[config.mk]
export PLATFORM = sky130hd
export DESIGN_NAME = ackermann_odometry_integrator_unit
export DESIGN_NICKNAME = d
export VERILOG_FILES = /design/src/rtl/core/aoi_pkg.sv /design/src/rtl/core/ackermann_odometry_integrator_unit.sv /design/src/rtl/core/aoi_mul.sv /design/src/rtl/core/aoi_div.sv /design/src/rtl/core/aoi_cordic.sv
export SDC_FILE = /design/constraint.sdc
export NUM_CORES = 2
export LEC_CHECK = 0
export BUFFER_PORTS_ARGS = -buffer_cell sky130_fd_sc_hd__clkbuf_2
export CORE_MARGIN = 3
export CORE_UTILIZATION = 25
export DETAILED_ROUTE_END_ITERATION = 10
export GPL_TIMING_DRIVEN = 0
export SYNTH_ARGS = -nofsm -noshare
export SYNTH_HDL_FRONTEND = slang
export SYNTH_SLANG_ARGS = --single-unit
[constraint.sdc]
create_clock -name clk -period 9.5 [get_ports clk]
set_input_delay 0.475 -clock clk [delete_from_list [all_inputs] [get_ports clk]]
set_output_delay 0.475 -clock clk [all_outputs]
set_load 0.005 [all_outputs]
[src/rtl/core/aoi_pkg.sv]
`timescale 1ns / 1ps
// ----------------------------------------------------------------------------
// aoi_pkg
// Types, constants and helper functions shared by the odometry integrator.
// ----------------------------------------------------------------------------
package aoi_pkg;

    localparam int FRAC_BITS = 16;
    localparam int CFG_IDX_W = 3;
    localparam int CFG_DATA_W = 48;

    localparam logic [CFG_IDX_W-1:0] REG_INV_STEER = 3'd0;
    localparam logic [CFG_IDX_W-1:0] REG_INV_WHEELBASE = 3'd1;
    localparam logic [CFG_IDX_W-1:0] REG_START_X = 3'd2;
    localparam logic [CFG_IDX_W-1:0] REG_START_Y = 3'd3;
    localparam logic [CFG_IDX_W-1:0] REG_START_HEADING = 3'd4;

    localparam logic [63:0] PI_Q60 = 64'h3243F6A8885A308D;
    localparam logic [63:0] INV_PI_Q63 = 64'h28BE60DB9391054A;
    localparam logic [63:0] PI2_FULL =
        (PI_Q60 + (64'd1 << (59 - 2*FRAC_BITS))) >> (60 - 2*FRAC_BITS);

    // divider remainder width: holds pi scaled by 2^(2F) shifted once, or a 31-bit cosine
    localparam int DEN_W = (2*FRAC_BITS + 3 > 33) ? 2*FRAC_BITS + 3 : 33;
    localparam logic [DEN_W-1:0] PI2 = PI2_FULL[DEN_W-1:0];

    localparam logic signed [33:0] CORDIC_X0 = 34'sd652032874;
    localparam logic [31:0] HALF_TURN = 32'h80000000;
    localparam logic signed [31:0] S32_MAX = 32'sh7FFFFFFF;
    localparam logic signed [31:0] S32_MIN = 32'sh80000000;
    localparam logic signed [47:0] S48_MAX = 48'sh7FFFFFFFFFFF;
    localparam logic signed [47:0] S48_MIN = 48'sh800000000000;

    typedef struct packed {
        logic signed [31:0] right_speed;
        logic signed [31:0] left_speed;
        logic signed [31:0] steer_reading;
    } in_item_t;

    typedef struct packed {
        logic signed [47:0] pos_x;
        logic signed [47:0] pos_y;
        logic [31:0]        heading;
        logic signed [31:0] vel_x;
        logic signed [31:0] vel_y;
        logic signed [31:0] yaw_rate;
    } out_item_t;

    typedef struct packed {
        logic        start;
        logic [63:0] a;
        logic [31:0] b;
    } mul_req_t;

    typedef struct packed {
        logic        done;
        logic [95:0] prod;
    } mul_rsp_t;

    typedef struct packed {
        logic             start;
        logic [DEN_W-1:0] rem0;
        logic [63:0]      num;
        logic [DEN_W-1:0] den;
        logic [6:0]       steps;
    } div_req_t;

    typedef struct packed {
        logic             done;
        logic [63:0]      quo;
        logic [DEN_W-1:0] rem;
    } div_rsp_t;

    typedef struct packed {
        logic        start;
        logic [31:0] angle;
    } cordic_req_t;

    typedef struct packed {
        logic               done;
        logic signed [33:0] cos_v;
        logic signed [33:0] sin_v;
    } cordic_rsp_t;

    typedef enum logic [3:0] {
        S_IDLE,
        S_STEER_MUL,
        S_STEER_MOD,
        S_STEER_ANG,
        S_TAN_ROT,
        S_TAN_DIV,
        S_OMEGA_MUL,
        S_OMEGA_SCALE,
        S_HEAD_ROT,
        S_VX_MUL,
        S_VY_MUL,
        S_TURN_MUL,
        S_FINISH
    } state_t;

    function automatic logic [31:0] atan_entry(input logic [4:0] i);
        logic [31:0] r;
        case (i)
            5'd0: r = 32'h20000000;
            5'd1: r = 32'h12E4051E;
            5'd2: r = 32'h09FB385B;
            5'd3: r = 32'h051111D4;
            5'd4: r = 32'h028B0D43;
            5'd5: r = 32'h0145D7E1;
            5'd6: r = 32'h00A2F61E;
            5'd7: r = 32'h00517C55;
            5'd8: r = 32'h0028BE53;
            5'd9: r = 32'h00145F2F;
            5'd10: r = 32'h000A2F98;
            5'd11: r = 32'h000517CC;
            5'd12: r = 32'h00028BE6;
            5'd13: r = 32'h000145F3;
            5'd14: r = 32'h0000A2FA;
            5'd15: r = 32'h0000517D;
            5'd16: r = 32'h000028BE;
            5'd17: r = 32'h0000145F;
            5'd18: r = 32'h00000A30;
            5'd19: r = 32'h00000518;
            5'd20: r = 32'h0000028C;
            5'd21: r = 32'h00000146;
            5'd22: r = 32'h000000A3;
            5'd23: r = 32'h00000051;
            5'd24: r = 32'h00000029;
            5'd25: r = 32'h00000014;
            5'd26: r = 32'h0000000A;
            5'd27: r = 32'h00000005;
            5'd28: r = 32'h00000003;
            5'd29: r = 32'h00000001;
            5'd30: r = 32'h00000001;
            default: r = 32'h00000000;
        endcase
        return r;
    endfunction

    function automatic logic [31:0] abs32(input logic signed [31:0] v);
        return v[31] ? 32'(-v) : 32'(v);
    endfunction

    function automatic logic [33:0] abs34(input logic signed [33:0] v);
        return v[33] ? 34'(-v) : 34'(v);
    endfunction

    // floor(signed product / 2^30), clamped to 32 bits
    function automatic logic signed [31:0] scale_vel(input logic [95:0] prod,
                                                      input logic neg);
        logic signed [63:0] sp;
        logic signed [63:0] q;
        sp = neg ? -$signed(prod[63:0]) : $signed(prod[63:0]);
        q = sp >>> 30;
        if (q > 64'(S32_MAX))
            return S32_MAX;
        else if (q < 64'(S32_MIN))
            return S32_MIN;
        else
            return q[31:0];
    endfunction

    function automatic logic signed [47:0] sat_add48(input logic signed [47:0] p,
                                                      input logic signed [31:0] d);
        logic signed [48:0] s;
        s = {p[47], p} + {{17{d[31]}}, d};
        if (s[48] != s[47])
            return s[48] ? S48_MIN : S48_MAX;
        else
            return s[47:0];
    endfunction

endpackage

[src/rtl/core/ackermann_odometry_integrator_unit.sv]
`timescale 1ns / 1ps
// ----------------------------------------------------------------------------
// ackermann_odometry_integrator_unit
// Bicycle-model odometry: wheel speeds and steering in, pose and rates out.
// ----------------------------------------------------------------------------
// One beat in gives one beat out. Each item runs these steps (the tangent
// division is skipped when the steering cosine is exactly zero): six passes of
// the bit-serial multiplier, two 64-step passes of the restoring divider and
// one 31-step pass, and two CORDIC rotations, plus the idle state that takes
// the beat and a finish state that publishes it; the serial multiplier and
// divider are shared by these passes. A stalled output holds the block in its
// last step. A new beat is taken once the previous one has moved into the
// output register. Writing a start register reloads that pose element at once;
// configuration is taken while idle.
module ackermann_odometry_integrator_unit
    import aoi_pkg::*;
#(
    parameter int CORDIC_STEPS = 24
)
(
    input  logic                  clk,
    input  logic                  rst_n,
    input  logic                  in_valid,
    output logic                  in_ready,
    input  in_item_t              in_data,
    output logic                  out_valid,
    input  logic                  out_ready,
    output out_item_t             out_data,
    input  logic                  cfg_valid,
    output logic                  cfg_ready,
    input  logic [CFG_IDX_W-1:0]  cfg_index,
    input  logic [CFG_DATA_W-1:0] cfg_data
);

    state_t state_reg, state_next;
    logic   pend_reg, pend_next;

    logic [31:0]        isf_reg, iwb_reg;
    logic signed [47:0] x_pos_reg, x_pos_next;
    logic signed [47:0] y_pos_reg, y_pos_next;
    logic [31:0]        head_reg, head_next;

    logic signed [31:0] v_reg, v_next;
    logic signed [31:0] st_reg, st_next;
    logic [63:0]        work_reg, work_next;
    logic               neg_reg, neg_next;
    logic [31:0]        ang_reg, ang_next;
    logic signed [31:0] tn_reg, tn_next;
    logic signed [31:0] om_reg, om_next;
    logic signed [31:0] vx_reg, vx_next;
    logic signed [31:0] vy_reg, vy_next;

    logic      out_valid_reg, out_valid_next;
    out_item_t out_data_reg, out_data_next;

    mul_req_t    mul_req;
    mul_rsp_t    mul_rsp;
    div_req_t    div_req;
    div_rsp_t    div_rsp;
    cordic_req_t cor_req;
    cordic_rsp_t cor_rsp;

    logic               cfg_fire;
    logic [32:0]        speed_sum;
    logic [DEN_W-1:0]   r0;
    logic [63:0]        qm;
    logic               tneg;
    logic [95:0]        om_sh, turn_sh;
    logic [63:0]        mm;
    logic               over;
    logic [31:0]        turn;
    logic [33:0]        c_mag, s_mag;

    aoi_mul u_mul (
        .clk   (clk),
        .rst_n (rst_n),
        .req   (mul_req),
        .rsp   (mul_rsp)
    );

    aoi_div u_div (
        .clk   (clk),
        .rst_n (rst_n),
        .req   (div_req),
        .rsp   (div_rsp)
    );

    aoi_cordic #(
        .STEPS (CORDIC_STEPS)
    ) u_cordic (
        .clk   (clk),
        .rst_n (rst_n),
        .req   (cor_req),
        .rsp   (cor_rsp)
    );

    assign cfg_ready = (state_reg == S_IDLE);
    assign cfg_fire = cfg_valid && cfg_ready;
    assign in_ready = (state_reg == S_IDLE);
    assign out_valid = out_valid_reg;
    assign out_data = out_data_reg;

    always_comb
    begin
        state_next = state_reg;
        pend_next = pend_reg;
        x_pos_next = x_pos_reg;
        y_pos_next = y_pos_reg;
        head_next = head_reg;
        v_next = v_reg;
        st_next = st_reg;
        work_next = work_reg;
        neg_next = neg_reg;
        ang_next = ang_reg;
        tn_next = tn_reg;
        om_next = om_reg;
        vx_next = vx_reg;
        vy_next = vy_reg;
        out_valid_next = out_valid_reg && !out_ready;
        out_data_next = out_data_reg;
        mul_req = '0;
        div_req = '0;
        cor_req = '0;
        c_mag = abs34(cor_rsp.cos_v);
        s_mag = abs34(cor_rsp.sin_v);
        speed_sum = {in_data.right_speed[31], in_data.right_speed}
                  + {in_data.left_speed[31], in_data.left_speed};
        r0 = div_rsp.rem;
        qm = div_rsp.quo;
        tneg = cor_rsp.sin_v[33] != cor_rsp.cos_v[33];
        om_sh = mul_rsp.prod >> (2*FRAC_BITS);
        mm = om_sh[63:0];
        over = |(mul_rsp.prod >> (64 + 2*FRAC_BITS));
        turn_sh = mul_rsp.prod >> (32 + FRAC_BITS);
        turn = turn_sh[31:0];

        case (state_reg)
            S_IDLE:
            begin
                if (in_valid)
                begin
                    v_next = $signed(speed_sum[32:1]);
                    st_next = in_data.steer_reading;
                    pend_next = 1'b0;
                    state_next = S_STEER_MUL;
                end
            end
            S_STEER_MUL:
            begin
                mul_req.a = {32'd0, isf_reg};
                mul_req.b = abs32(st_reg);
                mul_req.start = !pend_reg;
                pend_next = 1'b1;
                if (pend_reg && mul_rsp.done)
                begin
                    work_next = mul_rsp.prod[63:0];
                    neg_next = st_reg[31];
                    pend_next = 1'b0;
                    state_next = S_STEER_MOD;
                end
            end
            S_STEER_MOD:
            begin
                div_req.num = work_reg;
                div_req.den = PI2;
                div_req.steps = 7'd64;
                div_req.start = !pend_reg;
                pend_next = 1'b1;
                if (pend_reg && div_rsp.done)
                begin
                    // floor modulo: wrap a negative remainder into range
                    if (neg_reg && (r0 != '0))
                        work_next = 64'(PI2 - r0);
                    else
                        work_next = 64'(r0);
                    pend_next = 1'b0;
                    state_next = S_STEER_ANG;
                end
            end
            S_STEER_ANG:
            begin
                div_req.rem0 = work_reg[DEN_W-1:0];
                div_req.den = PI2;
                div_req.steps = 7'd31;
                div_req.start = !pend_reg;
                pend_next = 1'b1;
                if (pend_reg && div_rsp.done)
                begin
                    ang_next = qm[31:0];
                    pend_next = 1'b0;
                    state_next = S_TAN_ROT;
                end
            end
            S_TAN_ROT:
            begin
                cor_req.angle = ang_reg;
                cor_req.start = !pend_reg;
                pend_next = 1'b1;
                if (pend_reg && cor_rsp.done)
                begin
                    pend_next = 1'b0;
                    if (cor_rsp.cos_v == '0)
                    begin
                        tn_next = cor_rsp.sin_v[33] ? S32_MIN : S32_MAX;
                        state_next = S_OMEGA_MUL;
                    end
                    else
                        state_next = S_TAN_DIV;
                end
            end
            S_TAN_DIV:
            begin
                div_req.num = {30'd0, s_mag} << FRAC_BITS;
                div_req.den = DEN_W'(c_mag);
                div_req.steps = 7'd64;
                div_req.start = !pend_reg;
                pend_next = 1'b1;
                if (pend_reg && div_rsp.done)
                begin
                    if (tneg)
                        tn_next = (qm > 64'h80000000) ? S32_MIN : $signed(32'(-qm));
                    else
                        tn_next = (qm > 64'h7FFFFFFF) ? S32_MAX : $signed(qm[31:0]);
                    pend_next = 1'b0;
                    state_next = S_OMEGA_MUL;
                end
            end
            S_OMEGA_MUL:
            begin
                mul_req.a = {32'd0, abs32(tn_reg)};
                mul_req.b = abs32(v_reg);
                mul_req.start = !pend_reg;
                pend_next = 1'b1;
                if (pend_reg && mul_rsp.done)
                begin
                    work_next = mul_rsp.prod[63:0];
                    neg_next = v_reg[31] != tn_reg[31];
                    pend_next = 1'b0;
                    state_next = S_OMEGA_SCALE;
                end
            end
            S_OMEGA_SCALE:
            begin
                mul_req.a = work_reg;
                mul_req.b = iwb_reg;
                mul_req.start = !pend_reg;
                pend_next = 1'b1;
                if (pend_reg && mul_rsp.done)
                begin
                    if (neg_reg)
                        om_next = (over || mm > 64'h80000000) ? S32_MIN
                                                               : $signed(32'(-mm));
                    else
                        om_next = (over || mm > 64'h7FFFFFFF) ? S32_MAX
                                                               : $signed(mm[31:0]);
                    pend_next = 1'b0;
                    state_next = S_HEAD_ROT;
                end
            end
            S_HEAD_ROT:
            begin
                cor_req.angle = head_reg;
                cor_req.start = !pend_reg;
                pend_next = 1'b1;
                if (pend_reg && cor_rsp.done)
                begin
                    pend_next = 1'b0;
                    state_next = S_VX_MUL;
                end
            end
            S_VX_MUL:
            begin
                mul_req.a = {30'd0, c_mag};
                mul_req.b = abs32(v_reg);
                mul_req.start = !pend_reg;
                pend_next = 1'b1;
                if (pend_reg && mul_rsp.done)
                begin
                    vx_next = scale_vel(mul_rsp.prod, v_reg[31] != cor_rsp.cos_v[33]);
                    pend_next = 1'b0;
                    state_next = S_VY_MUL;
                end
            end
            S_VY_MUL:
            begin
                mul_req.a = {30'd0, s_mag};
                mul_req.b = abs32(v_reg);
                mul_req.start = !pend_reg;
                pend_next = 1'b1;
                if (pend_reg && mul_rsp.done)
                begin
                    vy_next = scale_vel(mul_rsp.prod, v_reg[31] != cor_rsp.sin_v[33]);
                    pend_next = 1'b0;
                    state_next = S_TURN_MUL;
                end
            end
            S_TURN_MUL:
            begin
                mul_req.a = INV_PI_Q63;
                mul_req.b = abs32(om_reg);
                mul_req.start = !pend_reg;
                pend_next = 1'b1;
                if (pend_reg && mul_rsp.done)
                begin
                    ang_next = om_reg[31] ? 32'd0 - turn : turn;
                    pend_next = 1'b0;
                    state_next = S_FINISH;
                end
            end
            S_FINISH:
            begin
                // hold until the output register is free
                if (!out_valid_reg || out_ready)
                begin
                    x_pos_next = sat_add48(x_pos_reg, vx_reg);
                    y_pos_next = sat_add48(y_pos_reg, vy_reg);
                    head_next = head_reg + ang_reg;
                    out_data_next.pos_x = sat_add48(x_pos_reg, vx_reg);
                    out_data_next.pos_y = sat_add48(y_pos_reg, vy_reg);
                    out_data_next.heading = head_reg + ang_reg;
                    out_data_next.vel_x = vx_reg;
                    out_data_next.vel_y = vy_reg;
                    out_data_next.yaw_rate = om_reg;
                    out_valid_next = 1'b1;
                    state_next = S_IDLE;
                end
            end
            default:
            begin
                state_next = S_IDLE;
            end
        endcase

        if (cfg_fire)
        begin
            case (cfg_index)
                REG_START_X: x_pos_next = $signed(cfg_data);
                REG_START_Y: y_pos_next = $signed(cfg_data);
                REG_START_HEADING: head_next = cfg_data[31:0];
                default: ;
            endcase
        end
    end

    always_ff @(posedge clk or negedge rst_n)
    begin
        if (!rst_n)
        begin
            state_reg <= S_IDLE;
            pend_reg <= 1'b0;
            out_valid_reg <= 1'b0;
            isf_reg <= 32'h00010000;
            iwb_reg <= 32'h00010000;
            x_pos_reg <= '0;
            y_pos_reg <= '0;
            head_reg <= '0;
        end
        else
        begin
            state_reg <= state_next;
            pend_reg <= pend_next;
            out_valid_reg <= out_valid_next;
            x_pos_reg <= x_pos_next;
            y_pos_reg <= y_pos_next;
            head_reg <= head_next;
            if (cfg_fire && cfg_index == REG_INV_STEER)
                isf_reg <= cfg_data[31:0];
            if (cfg_fire && cfg_index == REG_INV_WHEELBASE)
                iwb_reg <= cfg_data[31:0];
        end
    end

    always_ff @(posedge clk)
    begin
        v_reg <= v_next;
        st_reg <= st_next;
        work_reg <= work_next;
        neg_reg <= neg_next;
        ang_reg <= ang_next;
        tn_reg <= tn_next;
        om_reg <= om_next;
        vx_reg <= vx_next;
        vy_reg <= vy_next;
        out_data_reg <= out_data_next;
    end

endmodule

[src/rtl/core/aoi_mul.sv]
`timescale 1ns / 1ps
// ----------------------------------------------------------------------------
// aoi_mul
// Bit-serial unsigned multiplier, 64 by 32 bits, one multiplier bit a cycle.
// ----------------------------------------------------------------------------
module aoi_mul
    import aoi_pkg::*;
(
    input  logic     clk,
    input  logic     rst_n,
    input  mul_req_t req,
    output mul_rsp_t rsp
);

    logic [96:0] acc_reg, acc_next;
    logic [63:0] a_reg, a_next;
    logic [4:0]  cnt_reg, cnt_next;
    logic        busy_reg, busy_next;
    logic        done_reg, done_next;
    logic [64:0] sum;

    always_comb
    begin
        acc_next = acc_reg;
        a_next = a_reg;
        cnt_next = cnt_reg;
        busy_next = busy_reg;
        done_next = 1'b0;
        sum = acc_reg[96:32] + (acc_reg[0] ? {1'b0, a_reg} : 65'd0);
        if (req.start)
        begin
            a_next = req.a;
            acc_next = {65'd0, req.b};
            cnt_next = '0;
            busy_next = 1'b1;
        end
        else if (busy_reg)
        begin
            // add on the low bit, then shift the multiplier out
            acc_next = {1'b0, sum, acc_reg[31:1]};
            cnt_next = cnt_reg + 5'd1;
            if (cnt_reg == 5'd31)
            begin
                busy_next = 1'b0;
                done_next = 1'b1;
            end
        end
    end

    always_ff @(posedge clk or negedge rst_n)
    begin
        if (!rst_n)
        begin
            busy_reg <= 1'b0;
            done_reg <= 1'b0;
            cnt_reg <= '0;
        end
        else
        begin
            busy_reg <= busy_next;
            done_reg <= done_next;
            cnt_reg <= cnt_next;
        end
    end

    always_ff @(posedge clk)
    begin
        acc_reg <= acc_next;
        a_reg <= a_next;
    end

    assign rsp.done = done_reg;
    assign rsp.prod = acc_reg[95:0];

endmodule

[src/rtl/core/aoi_div.sv]
`timescale 1ns / 1ps
// ----------------------------------------------------------------------------
// aoi_div
// Restoring divider, one quotient bit a cycle, with a preset remainder.
// ----------------------------------------------------------------------------
module aoi_div
    import aoi_pkg::*;
(
    input  logic     clk,
    input  logic     rst_n,
    input  div_req_t req,
    output div_rsp_t rsp
);

    logic [DEN_W-1:0] rem_reg, rem_next;
    logic [DEN_W-1:0] den_reg, den_next;
    logic [63:0]      num_reg, num_next;
    logic [63:0]      quo_reg, quo_next;
    logic [6:0]       cnt_reg, cnt_next;
    logic [6:0]       steps_reg, steps_next;
    logic             busy_reg, busy_next;
    logic             done_reg, done_next;
    logic [DEN_W-1:0] sh;

    always_comb
    begin
        rem_next = rem_reg;
        den_next = den_reg;
        num_next = num_reg;
        quo_next = quo_reg;
        cnt_next = cnt_reg;
        steps_next = steps_reg;
        busy_next = busy_reg;
        done_next = 1'b0;
        sh = {rem_reg[DEN_W-2:0], num_reg[63]};
        if (req.start)
        begin
            rem_next = req.rem0;
            den_next = req.den;
            num_next = req.num;
            quo_next = '0;
            cnt_next = '0;
            steps_next = req.steps;
            busy_next = 1'b1;
        end
        else if (busy_reg)
        begin
            // bring down the next dividend bit and try the subtract
            if (sh >= den_reg)
            begin
                rem_next = sh - den_reg;
                quo_next = {quo_reg[62:0], 1'b1};
            end
            else
            begin
                rem_next = sh;
                quo_next = {quo_reg[62:0], 1'b0};
            end
            num_next = {num_reg[62:0], 1'b0};
            cnt_next = cnt_reg + 7'd1;
            if (cnt_reg == steps_reg - 7'd1)
            begin
                busy_next = 1'b0;
                done_next = 1'b1;
            end
        end
    end

    always_ff @(posedge clk or negedge rst_n)
    begin
        if (!rst_n)
        begin
            busy_reg <= 1'b0;
            done_reg <= 1'b0;
            cnt_reg <= '0;
        end
        else
        begin
            busy_reg <= busy_next;
            done_reg <= done_next;
            cnt_reg <= cnt_next;
        end
    end

    always_ff @(posedge clk)
    begin
        rem_reg <= rem_next;
        den_reg <= den_next;
        num_reg <= num_next;
        quo_reg <= quo_next;
        steps_reg <= steps_next;
    end

    assign rsp.done = done_reg;
    assign rsp.quo = quo_reg;
    assign rsp.rem = rem_reg;

endmodule

[src/rtl/core/aoi_cordic.sv]
`timescale 1ns / 1ps
// ----------------------------------------------------------------------------
// aoi_cordic
// Iterative rotation-mode CORDIC, one micro-rotation a cycle, cos and sin in Q4.30.
// ----------------------------------------------------------------------------
module aoi_cordic
    import aoi_pkg::*;
#(
    parameter int STEPS = 24
)
(
    input  logic        clk,
    input  logic        rst_n,
    input  cordic_req_t req,
    output cordic_rsp_t rsp
);

    localparam int CNT_W = $clog2(STEPS);

    logic signed [33:0] x_reg, x_next;
    logic signed [33:0] y_reg, y_next;
    logic signed [33:0] z_reg, z_next;
    logic               flip_reg, flip_next;
    logic [CNT_W-1:0]   cnt_reg, cnt_next;
    logic               busy_reg, busy_next;
    logic               done_reg, done_next;
    logic [4:0]         idx;
    logic signed [33:0] dx, dy, at, xs, ys;
    logic [31:0]        ang;
    logic               fl;

    always_comb
    begin
        x_next = x_reg;
        y_next = y_reg;
        z_next = z_reg;
        flip_next = flip_reg;
        cnt_next = cnt_reg;
        busy_next = busy_reg;
        done_next = 1'b0;
        idx = 5'(cnt_reg);
        dx = y_reg >>> idx;
        dy = x_reg >>> idx;
        at = $signed({2'b00, atan_entry(idx)});
        fl = (req.angle[31:30] == 2'd1) || (req.angle[31:30] == 2'd2);
        ang = fl ? req.angle + HALF_TURN : req.angle;
        if (!z_reg[33])
        begin
            xs = x_reg - dx;
            ys = y_reg + dy;
            z_next = z_reg - at;
        end
        else
        begin
            xs = x_reg + dx;
            ys = y_reg - dy;
            z_next = z_reg + at;
        end
        if (req.start)
        begin
            // fold the middle quadrants onto the outer ones
            x_next = CORDIC_X0;
            y_next = '0;
            z_next = {{2{ang[31]}}, ang};
            flip_next = fl;
            cnt_next = '0;
            busy_next = 1'b1;
        end
        else if (busy_reg)
        begin
            x_next = xs;
            y_next = ys;
            cnt_next = cnt_reg + CNT_W'(1);
            if (cnt_reg == CNT_W'(STEPS - 1))
            begin
                busy_next = 1'b0;
                done_next = 1'b1;
                if (flip_reg)
                begin
                    x_next = -xs;
                    y_next = -ys;
                end
            end
        end
        else
        begin
            z_next = z_reg;
        end
    end

    always_ff @(posedge clk or negedge rst_n)
    begin
        if (!rst_n)
        begin
            busy_reg <= 1'b0;
            done_reg <= 1'b0;
            cnt_reg <= '0;
        end
        else
        begin
            busy_reg <= busy_next;
            done_reg <= done_next;
            cnt_reg <= cnt_next;
        end
    end

    always_ff @(posedge clk)
    begin
        x_reg <= x_next;
        y_reg <= y_next;
        z_reg <= z_next;
        flip_reg <= flip_next;
    end

    assign rsp.done = done_reg;
    assign rsp.cos_v = x_reg;
    assign rsp.sin_v = y_reg;

endmodule
==> results.yml <==
clock_network:
  cts_num_sinks: 1196
  cts_tree: "built"
  cts_max_path_buffers: 3
  htree_levels: 4
  cts_buffers: 138
  clockRootBuffer: "clkbuf_16"
  clock_latency_ns: 0.88
  clk_pin_slew_ns: 0.07
status:
  outcome: "finished, violations left"
  violations: "max-capacitance violations, max-slew violations"
setup_path:
  crit_type: "reg -> reg"
  setup.worst_path.end_class: "flop"
  start_kind: "flop"
  critical_path_arrival_ns: 10.03
  worst-path-max-fanout: 10
  cp.required_ns: 10.23
placement:
  dp.cells: 13760
  portBuffers: 378
  hpwl_um: 308300
  place_ws_ns: -0.6956
  placed_cell_area_sq_um: 90330
  gp_congestion: 1.037
yosys:
  synthArstFlopShare_pct: 18.48
  avgSynthCellArea_sq_um: 9.155
  yosysWarnings: 0
  syn_inst: 9021
  ys_seq_area_share_pct: 39.77
  synth_edf_count: 779
  synth_nets: 9561
  synthFlopType: "edfxtp_1"
  synth.ff_latch_count: 1196
  syn_area_sq_um: 82590
  ys_types: 114
die:
  num_io_pins: 379
  die_x_um: 580.8
  core-area_sq_um: 328200
  start_util_pct: 25.17
  dieArea_sq_um: 337300
  rows: 210
  die_height_um: 580.8
sta:
  rsz0062_at_grt: "false"
  finalSetupTns_ns: 0
  tightestPinTransition_ns: 1.576
  finalHoldViolations: 0
  finalClockSkew_ns: 0.06342
  fin_ws_ns: 0.2005
  setup-violations-final: 0
  timing.fmax_mhz: 107.5
  drv_slew: 11
  slew_headroom_pct: -5.065
  timing.hold.ws_ns: 0.03409
  finalCritPeriodShare_pct: 97.89
  min_period_ns: 9.300
detailed_routing:
  ant_nets: 0
  top_layer: "met5"
  vias_per_cell: 5.552
  wl_met3_um: 39490
  wl_per_cell_um: 27.92
  met1_length_um: 155200
  vias: 78203
  post-route-drc-count: 0
  first_iter_violations: 10136
  dr.pass1.iters: 10
  wl_um: 393300
  routed-wl-met2_um: 168400
global_routing:
  grt_pass1_wl_um: 545700
  grt_start_max_net_pins: 88
  antenna_found_initial: 36
  groute.usage.overall_pct: 22.23
  grt-ovfl-total: 0
  grt_pass1_vias: 72297
power_and_ir_drop:
  finalPower_mw: 26.28
  ir_drop_v: 0.0002414
  power.leakage_nw: 38.08
  power_density_nw_per_um2: 274.9
cells_and_area:
  design_area_sq_um: 95590
  largest_reg_flops: 224
  final_core_util_pct: 29.13
  finalNonFillerCells: 14086
  synthToLayoutAreaGrowth_pct: 15.74
  layout.nets: 10136
  final_layout_size_suffix_gt1_share_pct: 9.597
hold_path:
  min_path_type: "in -> reg"
run:
  max_cap_viol_count: 1
cell families after synthesis:
logic type,share of synthesized area [%]
adders and majority gates,5.984
AOI/OAI and AO/OA,20.08
buffers and inverters,3.902
muxes,5.077
DFF,39.77
and+or+nand+nor,16.86
xor gates and xnor gates,8.323
final cells by class:
cell class | count | area (sq um)
tap | 4346 | 5438
buffer | 563 | 2400
sequential | 1196 | 32850
timing repair buffer | 437 | 2675
inverter | 223 | 844.6
clock buffer | 174 | 3762
clock inverter | 81 | 914.6
antenna | 29 | 72.57
fill | 34744 | 232600
multi-input combinational | 7037 | 46630
where the power goes:
part / switching, mW / internal, mW
Combinational: 8.23 / 4.32
Sequential: 1.00 / 7.15
Clock: 2.49 / 3.09
critical path: stages (launching register included):
cell      delay, ns
dfrtp_1        0.50
clkbuf_2       0.32
buf_2          0.38
buf_2          0.39
nor2_1         0.33
a222oi_1       0.74
o21ai_0        0.24
nor2_1         0.47
ha_1           0.26
and3_1         0.17
and2_1         0.24
nand4b_1       0.33
nor3_1         0.55
a31oi_1        0.17
xnor2_1        0.62
ha_1           0.39
and3_1         0.23
nand2_1        0.08
nor4_1         0.19
a22oi_1        0.17
a41oi_1        0.33
o21ai_0        0.17
xor2_1         0.25
or4bb_1        0.44
or3_1          0.40
o31ai_4        0.43
xnor2_1        0.14
a211oi_1       0.24
cell usage in the layout (no fill, tap or decap), types with 81 or more instances in the layout:
cell type / Yosys / routed
a31oi_1: 137 / 136
a21o_1: 262 / 262
a221oi_1: 81 / 81
nand2_1: 1013 / 1013
ha_1: 379 / 379
mux2i_1: 162 / 161
o21ai_0: 689 / 688
mux2_2: 99 / 99
nand2b_1: 90 / 90
xor2_1: 332 / 332
inv_1: 215 / 213
and2_1: 126 / 126
o31ai_1: 94 / 93
xnor2_1: 451 / 450
dfrtp_1: 219 / 219
nor2_1: 799 / 794
a21oi_1: 578 / 577
nor3_1: 121 / 118
nand3_1: 229 / 229
edfxtp_1: 779 / 779
clkbuf_1: 456 / 470
or3_1: 115 / 115
clkbuf_16: 0 / 141
dfxtp_1: 196 / 196
clkbuf_2: 0 / 382
synth_stat cells (43+ instances only):
master    number  area, sq um
nand2_1     1013         3802
o21a_1        66        495.5
a221oi_1      81        709.4
mux4_2        43        968.4
inv_1        215        807.0
nand3_1      229         1146
mux2_2        99         1115
a211oi_1      76        570.6
or3_1        115        719.4
a31oi_1      137        857.1
nor3_1       121        605.6
mux2i_1      162         1622
nand4_1       53        331.6
or4_1         56        420.4
xnor2_1      451         3950
o211ai_1      46        345.3
nor2b_1       74        462.9
dfrtp_1      219         5480
o311ai_0      46        402.9
and3_1        74        462.9
o31ai_1       94        705.7
nand2b_1      90        563.0
edfxtp_1     779        23390
a21oi_1      578         2893
nor4_1        64        400.4
and2_1       126        788.3
clkbuf_1     456         1712
o21ai_0      689         3448
o21bai_1      60        450.4
xor2_1       332         2908
nor2_1       799         2999
a21o_1       262         1967
a22oi_1       49        367.9
ha_1         379         4742
buf_1         53        198.9
dfxtp_1      196         3924
o22ai_1       60        375.4
path summary, 6_finish.rpt:
check                      slack (ns)           startpoint  cells after the start            endpoint
setup / recovery                 0.20  u_cordic.cnt_reg[2]                     27  u_cordic.x_reg[33]
hold / removal                   0.03         cfg_data[44]                      3       y_pos_reg[44]
setup reg to reg                 0.20  u_cordic.cnt_reg[2]                     27  u_cordic.x_reg[33]
hold reg to reg                  0.46            vy_reg[9]                      0        out_data[41]
max in group asynchronous        8.28                rst_n                      3      u_div.done_reg
min in group asynchronous        0.14                rst_n                      2       y_pos_reg[43]
per-layer routing:
layer  global-route usage (%)  vias up
li1                         -    34422
met1                    28.24    37982
met4                    14.71       22
met2                    33.51     4701
met3                    5.280     1076
met5                        0        -
timing repair:
item	in CTS	in global routing
buffers inserted	0	0
resized for setup	9	16
endpoints found under the setup margin	2	12
hold buffers	44	0
hold endpoints to repair	94	0
No activity file was read; power rests on OpenSTA's default activity.
